### config.mk
export PLATFORM = sky130hd
export DESIGN_NAME = pwm_encoder_capture_history
export DESIGN_NICKNAME = d
export VERILOG_FILES = /design/src/pech_pkg.sv /design/src/pech_ctrl.sv /design/src/pech_joint.sv /design/src/pech_datapath.sv /design/src/pwm_encoder_capture_history.sv
export SDC_FILE = /design/constraint.sdc
export NUM_CORES = 1
export LEC_CHECK = 0
export BUFFER_PORTS_ARGS = -buffer_cell sky130_fd_sc_hd__buf_2
export CORE_MARGIN = 10
export CORE_UTILIZATION = 39
export DETAILED_ROUTE_END_ITERATION = 16
export GPL_TIMING_DRIVEN = 0
export PLACE_DENSITY = 0.6
export SYNTH_ARGS = -nofsm -noshare
export SYNTH_HDL_FRONTEND = slang
export SYNTH_SLANG_ARGS = --single-unit
### constraint.sdc
create_clock -name clk -period 3.2 [get_ports clk]
set_input_delay 0.64 -clock clk [delete_from_list [all_inputs] [get_ports clk]]
set_output_delay 0.64 -clock clk [all_outputs]
set_load 0.01 [all_outputs]
### src/pech_pkg.sv
// shared types, codes and defaults for the pwm encoder capture history block
package pech_pkg;

	localparam int PECH_HISTORY_DEPTH = 8;
	localparam int PECH_COUNTER_WIDTH = 16;
	localparam int WORD_W = 16;

	// item kinds on the input stream
	localparam logic [1:0] OP_TICK = 2'd0;
	localparam logic [1:0] OP_RISE = 2'd1;
	localparam logic [1:0] OP_FALL = 2'd2;
	localparam logic [1:0] OP_CMD  = 2'd3;

	// edge source
	localparam logic JOINT_UPPER = 1'b0;
	localparam logic JOINT_LOWER = 1'b1;

	// configuration register indexes
	localparam logic [1:0] CFG_SUMMED_SAMPLES   = 2'd0;
	localparam logic [1:0] CFG_GROUP_LENGTH     = 2'd1;
	localparam logic [1:0] CFG_CALIBRATION_CODE = 2'd2;

	localparam logic [4:0] SUMMED_SAMPLES_RST   = 5'd4;
	localparam logic [4:0] GROUP_LENGTH_RST     = 5'd8;
	localparam logic [7:0] CALIBRATION_CODE_RST = 8'd127;

	typedef enum logic [1:0] {
		ST_IDLE,
		ST_LOWER,
		ST_UPPER
	} pech_state_t;

	// controller to datapath
	typedef struct packed {
		logic accept; // input transfer this edge
		logic start;  // command transfer, readback begins
		logic issue;  // read one history word into the output stage
		logic upper;  // word comes from the upper joint
		logic last;   // final word of the run
	} pech_cmd_t;

	typedef struct packed {
		logic       enable;
		logic       reverse;
		logic       forward;
		logic [7:0] duty;
	} motor_t;

endpackage

### src/pech_ctrl.sv
// readback sequencer and output valid control
module pech_ctrl import pech_pkg::*; #(
	parameter int HISTORY_DEPTH = PECH_HISTORY_DEPTH
) (
	input  logic       clk,
	input  logic       arst_n,
	input  logic       s_tvalid,
	input  logic [1:0] op,
	output logic       s_tready,
	input  logic       m_tready,
	output logic       m_tvalid,
	output pech_cmd_t  cmd
);

	localparam int SW = $clog2(HISTORY_DEPTH);
	localparam logic [SW-1:0] IDX_LAST = SW'(HISTORY_DEPTH - 1);

	pech_state_t state_q, state_d;
	logic [SW-1:0] idx_q;
	logic out_valid_q;
	logic at_end;

	assign at_end = (idx_q == IDX_LAST);

	always_comb begin
		state_d = state_q;
		case (state_q)
			ST_IDLE: begin
				if (cmd.start) state_d = ST_LOWER;
			end
			ST_LOWER: begin
				if (cmd.issue && at_end) state_d = ST_UPPER;
			end
			ST_UPPER: begin
				if (cmd.issue && at_end) state_d = ST_IDLE;
			end
			default: state_d = ST_IDLE;
		endcase
	end

	always_comb begin
		s_tready  = 1'b0;
		cmd.issue = 1'b0;
		cmd.upper = 1'b0;
		case (state_q)
			ST_IDLE: begin
				s_tready = 1'b1;
			end
			ST_LOWER: begin
				cmd.issue = !out_valid_q || m_tready;
			end
			ST_UPPER: begin
				cmd.issue = !out_valid_q || m_tready;
				cmd.upper = 1'b1;
			end
			default: s_tready = 1'b0;
		endcase
		cmd.accept = s_tvalid && s_tready;
		cmd.start  = cmd.accept && (op == OP_CMD);
		cmd.last   = cmd.upper && at_end;
	end

	assign m_tvalid = out_valid_q;

	always_ff @(posedge clk or negedge arst_n) begin
		if (!arst_n) begin
			state_q     <= ST_IDLE;
			idx_q       <= '0;
			out_valid_q <= 1'b0;
		end else begin
			state_q <= state_d;
			if (cmd.start) idx_q <= '0;
			else if (cmd.issue) idx_q <= at_end ? '0 : idx_q + 1'b1;
			if (cmd.issue) out_valid_q <= 1'b1;
			else if (m_tready) out_valid_q <= 1'b0;
		end
	end

	a_issue_free: assert property (@(posedge clk) disable iff (!arst_n)
		cmd.issue |-> (!out_valid_q || m_tready))
		else $error("word issued over a pending output");

	a_start_lower: assert property (@(posedge clk) disable iff (!arst_n)
		cmd.start |=> (state_q == ST_LOWER && idx_q == '0))
		else $error("readback did not start at the first lower word");

	a_last_idle: assert property (@(posedge clk) disable iff (!arst_n)
		(cmd.issue && cmd.last) |=> (state_q == ST_IDLE && out_valid_q))
		else $error("run did not end after the last word");

endmodule

### src/pech_joint.sv
// one joint: counter, high-time sum, group position, ring slot and two histories
module pech_joint import pech_pkg::*; #(
	parameter int HISTORY_DEPTH = PECH_HISTORY_DEPTH,
	parameter int COUNTER_WIDTH = PECH_COUNTER_WIDTH
) (
	input  logic              clk,
	input  logic              arst_n,
	input  logic              tick,
	input  logic              rise,
	input  logic              fall,
	input  logic [4:0]        summed_samples,
	input  logic [4:0]        group_length,
	input  logic              start,
	input  logic              rd_en,
	input  logic              sel_period,
	output logic [WORD_W-1:0] word
);

	localparam int SW = $clog2(HISTORY_DEPTH);
	localparam int XW = (COUNTER_WIDTH > WORD_W) ? COUNTER_WIDTH : WORD_W;
	localparam logic [SW-1:0] SLOT_LAST = SW'(HISTORY_DEPTH - 1);

	logic [COUNTER_WIDTH-1:0] counter_q, sum_q, sum_new;
	logic [3:0]               gp_q;
	logic [SW-1:0]            slot_q, rp_q;
	logic [4:0]               gp_inc;
	logic                     store_sum;
	logic [3:0]               gp_next;

	logic [COUNTER_WIDTH-1:0] high_mem [HISTORY_DEPTH];
	logic [COUNTER_WIDTH-1:0] period_mem [HISTORY_DEPTH];
	logic [HISTORY_DEPTH-1:0] high_vld_q, period_vld_q;

	logic [COUNTER_WIDTH-1:0] high_rd_s1, period_rd_s1;
	logic                     high_vld_s1, period_vld_s1, sel_s1;
	logic [XW-1:0]            pick;

	always_comb begin
		sum_new = sum_q;
		if ({1'b0, gp_q} < summed_samples) sum_new = sum_q + counter_q;
		gp_inc    = {1'b0, gp_q} + 5'd1;
		store_sum = (gp_inc == summed_samples);
		gp_next   = gp_inc[3:0];
		if ({1'b0, gp_next} >= group_length) gp_next = '0;
	end

	always_ff @(posedge clk or negedge arst_n) begin
		if (!arst_n) begin
			counter_q    <= '0;
			sum_q        <= '0;
			gp_q         <= '0;
			slot_q       <= '0;
			rp_q         <= '0;
			high_vld_q   <= '0;
			period_vld_q <= '0;
		end else begin
			if (tick) counter_q <= counter_q + 1'b1;
			if (rise) begin
				counter_q            <= '0;
				period_vld_q[slot_q] <= 1'b1;
			end
			if (fall) begin
				gp_q <= gp_next;
				if (store_sum) begin
					sum_q              <= '0;
					high_vld_q[slot_q] <= 1'b1;
					slot_q             <= (slot_q == SLOT_LAST) ? '0 : slot_q + 1'b1;
				end else begin
					sum_q <= sum_new;
				end
			end
			if (start) rp_q <= slot_q;
			else if (rd_en) rp_q <= (rp_q == SLOT_LAST) ? '0 : rp_q + 1'b1;
		end
	end

	// history memories, written on edges and read one word per issue
	always_ff @(posedge clk) begin
		if (rise) period_mem[slot_q] <= counter_q;
		if (fall && store_sum) high_mem[slot_q] <= sum_new;
		if (rd_en) begin
			high_rd_s1    <= high_mem[rp_q];
			period_rd_s1  <= period_mem[rp_q];
			high_vld_s1   <= high_vld_q[rp_q];
			period_vld_s1 <= period_vld_q[rp_q];
			sel_s1        <= sel_period;
		end
	end

	always_comb begin
		pick = '0;
		if (sel_s1) begin
			if (period_vld_s1) pick = XW'(period_rd_s1);
		end else begin
			if (high_vld_s1) pick = XW'(high_rd_s1);
		end
		word = pick[WORD_W-1:0];
	end

endmodule

### src/pech_datapath.sv
// configuration, motor decode, both joints and the output stage
module pech_datapath import pech_pkg::*; #(
	parameter int HISTORY_DEPTH = PECH_HISTORY_DEPTH,
	parameter int COUNTER_WIDTH = PECH_COUNTER_WIDTH
) (
	input  logic              clk,
	input  logic              arst_n,
	input  pech_cmd_t         cmd,
	input  logic [1:0]        op,
	input  logic              joint,
	input  logic [7:0]        command_byte,
	input  logic              cfg_write,
	input  logic [1:0]        cfg_index,
	input  logic [7:0]        cfg_data,
	output logic [WORD_W-1:0] data_word,
	output logic              last,
	output motor_t            motor
);

	logic [4:0] summed_samples_q, group_length_q;
	logic [7:0] calibration_code_q;
	logic       calib_q, is_calib;
	motor_t     motor_q, motor_s1, motor_d;
	logic       upper_s1, last_s1;
	logic       tick, rise, fall;
	logic [WORD_W-1:0] upper_word, lower_word;

	assign tick     = cmd.accept && (op == OP_TICK);
	assign rise     = cmd.accept && (op == OP_RISE);
	assign fall     = cmd.accept && (op == OP_FALL);
	assign is_calib = (command_byte == calibration_code_q);

	always_comb begin
		motor_d = '0;
		if (command_byte != 8'd0 && !is_calib) begin
			motor_d.enable  = 1'b1;
			motor_d.reverse = command_byte[7];
			motor_d.forward = ~command_byte[7];
			motor_d.duty    = {command_byte[6:0], 1'b0};
		end
	end

	always_ff @(posedge clk or negedge arst_n) begin
		if (!arst_n) begin
			summed_samples_q   <= SUMMED_SAMPLES_RST;
			group_length_q     <= GROUP_LENGTH_RST;
			calibration_code_q <= CALIBRATION_CODE_RST;
			motor_q            <= '0;
			calib_q            <= 1'b0;
		end else begin
			if (cfg_write) begin
				case (cfg_index)
					CFG_SUMMED_SAMPLES:   summed_samples_q   <= cfg_data[4:0];
					CFG_GROUP_LENGTH:     group_length_q     <= cfg_data[4:0];
					CFG_CALIBRATION_CODE: calibration_code_q <= cfg_data;
					default: ;
				endcase
			end
			if (cmd.start) begin
				motor_q <= motor_d;
				calib_q <= is_calib;
			end
		end
	end

	// output stage payload, loaded with each issued word
	always_ff @(posedge clk) begin
		if (cmd.issue) begin
			motor_s1 <= motor_q;
			upper_s1 <= cmd.upper;
			last_s1  <= cmd.last;
		end
	end

	pech_joint #(
		.HISTORY_DEPTH(HISTORY_DEPTH),
		.COUNTER_WIDTH(COUNTER_WIDTH)
	) u_upper (
		.clk           (clk),
		.arst_n        (arst_n),
		.tick          (tick),
		.rise          (rise && joint == JOINT_UPPER),
		.fall          (fall && joint == JOINT_UPPER),
		.summed_samples(summed_samples_q),
		.group_length  (group_length_q),
		.start         (cmd.start),
		.rd_en         (cmd.issue && cmd.upper),
		.sel_period    (calib_q),
		.word          (upper_word)
	);

	pech_joint #(
		.HISTORY_DEPTH(HISTORY_DEPTH),
		.COUNTER_WIDTH(COUNTER_WIDTH)
	) u_lower (
		.clk           (clk),
		.arst_n        (arst_n),
		.tick          (tick),
		.rise          (rise && joint == JOINT_LOWER),
		.fall          (fall && joint == JOINT_LOWER),
		.summed_samples(summed_samples_q),
		.group_length  (group_length_q),
		.start         (cmd.start),
		.rd_en         (cmd.issue && !cmd.upper),
		.sel_period    (calib_q),
		.word          (lower_word)
	);

	assign data_word = upper_s1 ? upper_word : lower_word;
	assign last      = last_s1;
	assign motor     = motor_s1;

endmodule

### src/pwm_encoder_capture_history.sv
// top level of the pwm encoder capture history block
//
// Two-joint PWM input capture with a ring of recent measurements per joint.
// Tick, rising-edge and falling-edge items produce no output: a tick advances
// both free-running counters, a rising edge stores the joint's counter as its
// period in the current ring slot and clears the counter, and a falling edge
// adds the counter to the high-time sum during the first summed_samples edges
// of each group, storing the sum and advancing the slot on the last summed
// edge. A command item sets the motor drive (zero or the calibration code
// means all stop) and starts a readback of 2 x HISTORY_DEPTH words, lower
// joint oldest first, then upper joint; periods are read on the calibration
// code, sums otherwise. The readback sequencer reads one history word per
// cycle from the ring memories while the output is not stalled, and no input
// is taken until the last word has been issued into the output register.
// Entries never written read back as zero through per-entry valid bits; no
// clearing pass is needed after reset. Configuration writes are taken every
// cycle.
module pwm_encoder_capture_history import pech_pkg::*; #(
	parameter int HISTORY_DEPTH = PECH_HISTORY_DEPTH,
	parameter int COUNTER_WIDTH = PECH_COUNTER_WIDTH
) (
	input  logic        clk,
	input  logic        arst_n,
	// input stream
	input  logic        s_tvalid,
	output logic        s_tready,
	input  logic [7:0]  s_tdata,   // [7:0] command_byte
	input  logic [2:0]  s_tuser,   // [1:0] op, [2] joint
	// result stream
	output logic        m_tvalid,
	input  logic        m_tready,
	output logic [31:0] m_tdata,   // [15:0] data_word, [16] motor_enable,
	                               // [17] reverse_drive, [18] forward_drive,
	                               // [26:19] duty, [31:27] zero
	output logic        m_tlast,
	// configuration writes
	input  logic        cfg_valid,
	output logic        cfg_ready,
	input  logic [1:0]  cfg_index,
	input  logic [7:0]  cfg_data
);

	pech_cmd_t         cmd;
	logic [WORD_W-1:0] data_word;
	motor_t            motor;

	// configuration is always taken
	assign cfg_ready = 1'b1;

	pech_ctrl #(
		.HISTORY_DEPTH(HISTORY_DEPTH)
	) u_ctrl (
		.clk     (clk),
		.arst_n  (arst_n),
		.s_tvalid(s_tvalid),
		.op      (s_tuser[1:0]),
		.s_tready(s_tready),
		.m_tready(m_tready),
		.m_tvalid(m_tvalid),
		.cmd     (cmd)
	);

	pech_datapath #(
		.HISTORY_DEPTH(HISTORY_DEPTH),
		.COUNTER_WIDTH(COUNTER_WIDTH)
	) u_datapath (
		.clk         (clk),
		.arst_n      (arst_n),
		.cmd         (cmd),
		.op          (s_tuser[1:0]),
		.joint       (s_tuser[2]),
		.command_byte(s_tdata),
		.cfg_write   (cfg_valid && cfg_ready),
		.cfg_index   (cfg_index),
		.cfg_data    (cfg_data),
		.data_word   (data_word),
		.last        (m_tlast),
		.motor       (motor)
	);

	// pack the result fields, highest first
	assign m_tdata = {5'd0, motor.duty, motor.forward, motor.reverse, motor.enable, data_word};

endmodule

==> results.md <==
- Crit path max-delay cell type: a221oi_2
- Slew Limit Fails: 0
- CP max stage delay: 0.57 ns
- VDD IR max: 0.407 mV
- Crit path capture type: output pin
- Mapped Cells: 1807
- Worst-case clock buffer depth: 3
- Largest net degree at the start of global routing: 98
- Sink Count: 745
- Synthesized cell area: 31100 um2
- Level count of the clock H-tree: 3
- CTS clk-pin slew, worst paths: 0.06 ns
- Vias in the first global route: 17400
- Total of max-cap violations: 0
- Die Width: 302 um
- Top cell type's share of synthesized area: 57.3%
- CTS buffer count: 74
- Ys async rst share: 20.3%
- Setup CP Type: reg -> out
- Max Freq: 319 MHz
- # port buffers: 53
- Vias post-DR: 17000
- CP cell instances: and2_1 -> clkbuf_1 -> clkbuf_2 -> a221oi_2 -> a21oi_1 -> buf_2
- Layout area overhead: 16.6%
- Crit share post-route: 98.1%
- WL final: 74400 um
- Worst EP arrival: 2.50 ns
- Crit Path Max Fanout: 10
- Core Box Area: 79000 um2
- Min Hold Slack: 0.276 ns
- Die Height: 302 um
- Gr ovfl total: 0
- Post-synth EDFFs: 594
- FP Rows: 103
- Most numerous cell in the Yosys netlist: edfxtp_1
- Fillers: 6636
- Leading area contributor after synthesis: edfxtp_1
- Post-DP HPWL: 52000 um
- Worst-margin pin slew: 1.05 ns
- Utilization after layout: 45.9%
- Buf/Inv on CP: 3
- GRT Util Overall: 16.4%
- Netlist cell types: 75
- DRC viols: 0
- RSZ-0062 raised after global routing: yes
- FF+latch count, synth: 745
- FF-to-FF Start: u_datapath.u_upper.counter_q[0]
- GPL Wtd Cong: 0.821
- Vias per cell: 5.44
- Slew Limit Headroom: 30.2%
- Layout Nets: 2098
- HP Start: cfg_data[5]
- Residual antenna-violating net count after detailed routing: 0
- Layout cell share with drive strength beyond 1: 28.7%
- Syn Area/Cell: 17.2 um2
- Most frequent cells after synthesis: 594 x edfxtp_1, 142 x dfrtp_1, 136 x mux4_2, 101 x nand2_1, 97 x mux2_2
- Drt pass-1 iters: 5
- Ys flop type: edfxtp_1
- Io pins: 62
- Initial DRC count: 1556
- Clock skew: 0.0185 ns
- Synth warn: 0
- LEAKAGE: 13.0 nW
- Largest cells by area after synthesis: edfxtp_1 57%, dfrtp_1 11%, mux4_2 9.8%
- Top Family by Delay on Critical Path: compound AO/OA/AOI/OAI gates
- Final hold violation count: 0
- Clock root buffer: clkbuf_16
- Crit path time final: 3.14 ns
- Status: completed
- Final setup viols: 0
- Worst endpoint required time: 2.56 ns
- Worst Setup SP: u_datapath.u_lower.sel_s1
- Hold WC Path Type: in -> reg
- Clock Latency Late Sink: 0.62 ns
- Initial antenna violation count: 3
- CTS tree: yes
- # diodes: 0
- Power density cells: 774 nW/um2
- Wire per inst: 23.9 um
- First-pass GRT wire length: 112000 um
- CP Launch Type: flop
- Initial Util: 39.4%
- Seq/Total Area, Yosys: 69.5%
- Die Area: 91500 um2
-- timing repair --
item / in CTS / in global routing
hold endpoints to repair: 54 / 0
resized for setup: 27 / 12
hold buffers: 1 / 0
setup endpoints to repair: 258 / 183
buffers inserted: 13 / 4
pin swaps: 7 / 2
cloned: 0 / 0
-- cell type report --
| type | instances | area, um2 | area share, % |
|---|---|---|---|
| inverter | 30 | 115 | 0.317 |
| clock inverter | 32 | 289 | 0.797 |
| clock buffer | 103 | 2050 | 5.66 |
| tap | 1050 | 1310 | 3.62 |
| multi-input combinational | 956 | 9350 | 25.8 |
| buffer | 81 | 365 | 1.01 |
| sequential | 745 | 21600 | 59.6 |
| timing repair buffer | 119 | 1160 | 3.20 |
-- worst reg2reg max path: stages, from the launching register on --
cell	delay [ns]
dfrtp_1	0.55
ha_1	0.32
fa_1	0.41
a21o_1	0.17
a21oi_1	0.26
o211a_1	0.25
o21ai_1	0.13
o31ai_2	0.23
xnor2_1	0.11
mux2_2	0.36
-- state kept, by name, indices dropped and copies added (netlist names), 4 cells and up --
| register | flops |
|---|---|
| u_datapath.calibration_code_q | 8 |
| u_datapath.group_length_q | 5 |
| u_datapath.motor | 10 |
| u_datapath.motor_q | 10 |
| u_datapath.summed_samples_q | 5 |
| u_datapath.u_lower.counter_q | 16 |
| u_datapath.u_lower.gp_q | 4 |
| u_datapath.u_lower.high_mem | 128 |
| u_datapath.u_lower.high_rd_s1 | 16 |
| u_datapath.u_lower.high_vld_q | 8 |
| u_datapath.u_lower.period_mem | 128 |
| u_datapath.u_lower.period_rd_s1 | 16 |
| u_datapath.u_lower.period_vld_q | 8 |
| u_datapath.u_lower.sum_q | 16 |
| u_datapath.u_upper.counter_q | 16 |
| u_datapath.u_upper.gp_q | 4 |
| u_datapath.u_upper.high_mem | 128 |
| u_datapath.u_upper.high_rd_s1 | 16 |
| u_datapath.u_upper.high_vld_q | 8 |
| u_datapath.u_upper.period_mem | 128 |
| u_datapath.u_upper.period_rd_s1 | 16 |
| u_datapath.u_upper.period_vld_q | 8 |
| u_datapath.u_upper.sum_q | 16 |
-- path summary, 6_finish.rpt --
check	end	slack, ns	cells past startpoint
worst min register to register	u_datapath.motor[3]	0.45	0
min in group asynchronous	u_datapath.u_upper.period_vld_q[4]	0.56	2
worst max-delay path	m_tdata[10]	0.06	6
worst max register to register	u_datapath.u_upper.high_mem[3][12]	0.13	9
worst min-delay path	u_datapath.calibration_code_q[5]	0.28	2
max in group asynchronous	u_datapath.u_lower.counter_q[1]	1.67	3
-- layer usage --
metal / track usage (%) / up-vias / routed length, um
met5: 0 / - / 13
met3: 2.80 / 96 / 4610
met4: 5.16 / 2 / 1710
li1: - / 7486 / -
met2: 26.1 / 499 / 35400
met1: 22.7 / 8877 / 32600
-- placed cells by master (no fill, tap or decap), types with 31 or more instances in the layout --
cell type / count
clkbuf_16: 77
a21oi_1: 55
clkbuf_1: 70
dfrtp_1: 138
edfxtp_1: 594
buf_2: 71
mux2_2: 97
ha_1: 62
o21ai_0: 45
xor2_1: 36
a22o_1: 31
mux4_2: 136
nand2_1: 100
nor2_1: 63
-- metrics by stage --
step,total power (W),setup TNS (ns),worst slack [ns],cell area (um2),cells
detailed placement,0.0198,-35.78,-0.472,33500,2963
finish,0.0281,0,0.0618,36300,3116
floorplan,0.0171,0,0.0278,31100,1812
global route,0.0294,-0.0884,-0.0379,36300,3116
CTS,0.0284,0,0.00176,36200,3112
global placement,0.0196,-799.54,-2.11,32700,2915
-- logic make-up (layout without fill, tap and decap cells) --
family                   Yosys count  in the layout  synth area share, %
AO/OA/AOI/OAI                    238            238                 5.28
other                              2              7               0.0241
XOR/XNOR                          66             66                 1.95
flip-flops                       745            745                 69.5
adder cells (fa/ha/maj)           65             65                 2.66
buffers and inverters            111            365                 1.52
multiplexers                     240            240                 13.6
AND/OR/NAND/NOR                  340            340                 5.46
-- where the power goes --
group / switching, W / internal (W) / total [W]
logic: 0.00409 / 0.00302 / 0.00711
registers: 0.000627 / 0.0119 / 0.0125
clock network: 0.00356 / 0.00490 / 0.00845
total: 0.00827 / 0.0198 / 0.0281
Note: power is estimated with default switching activity, not from simulation.
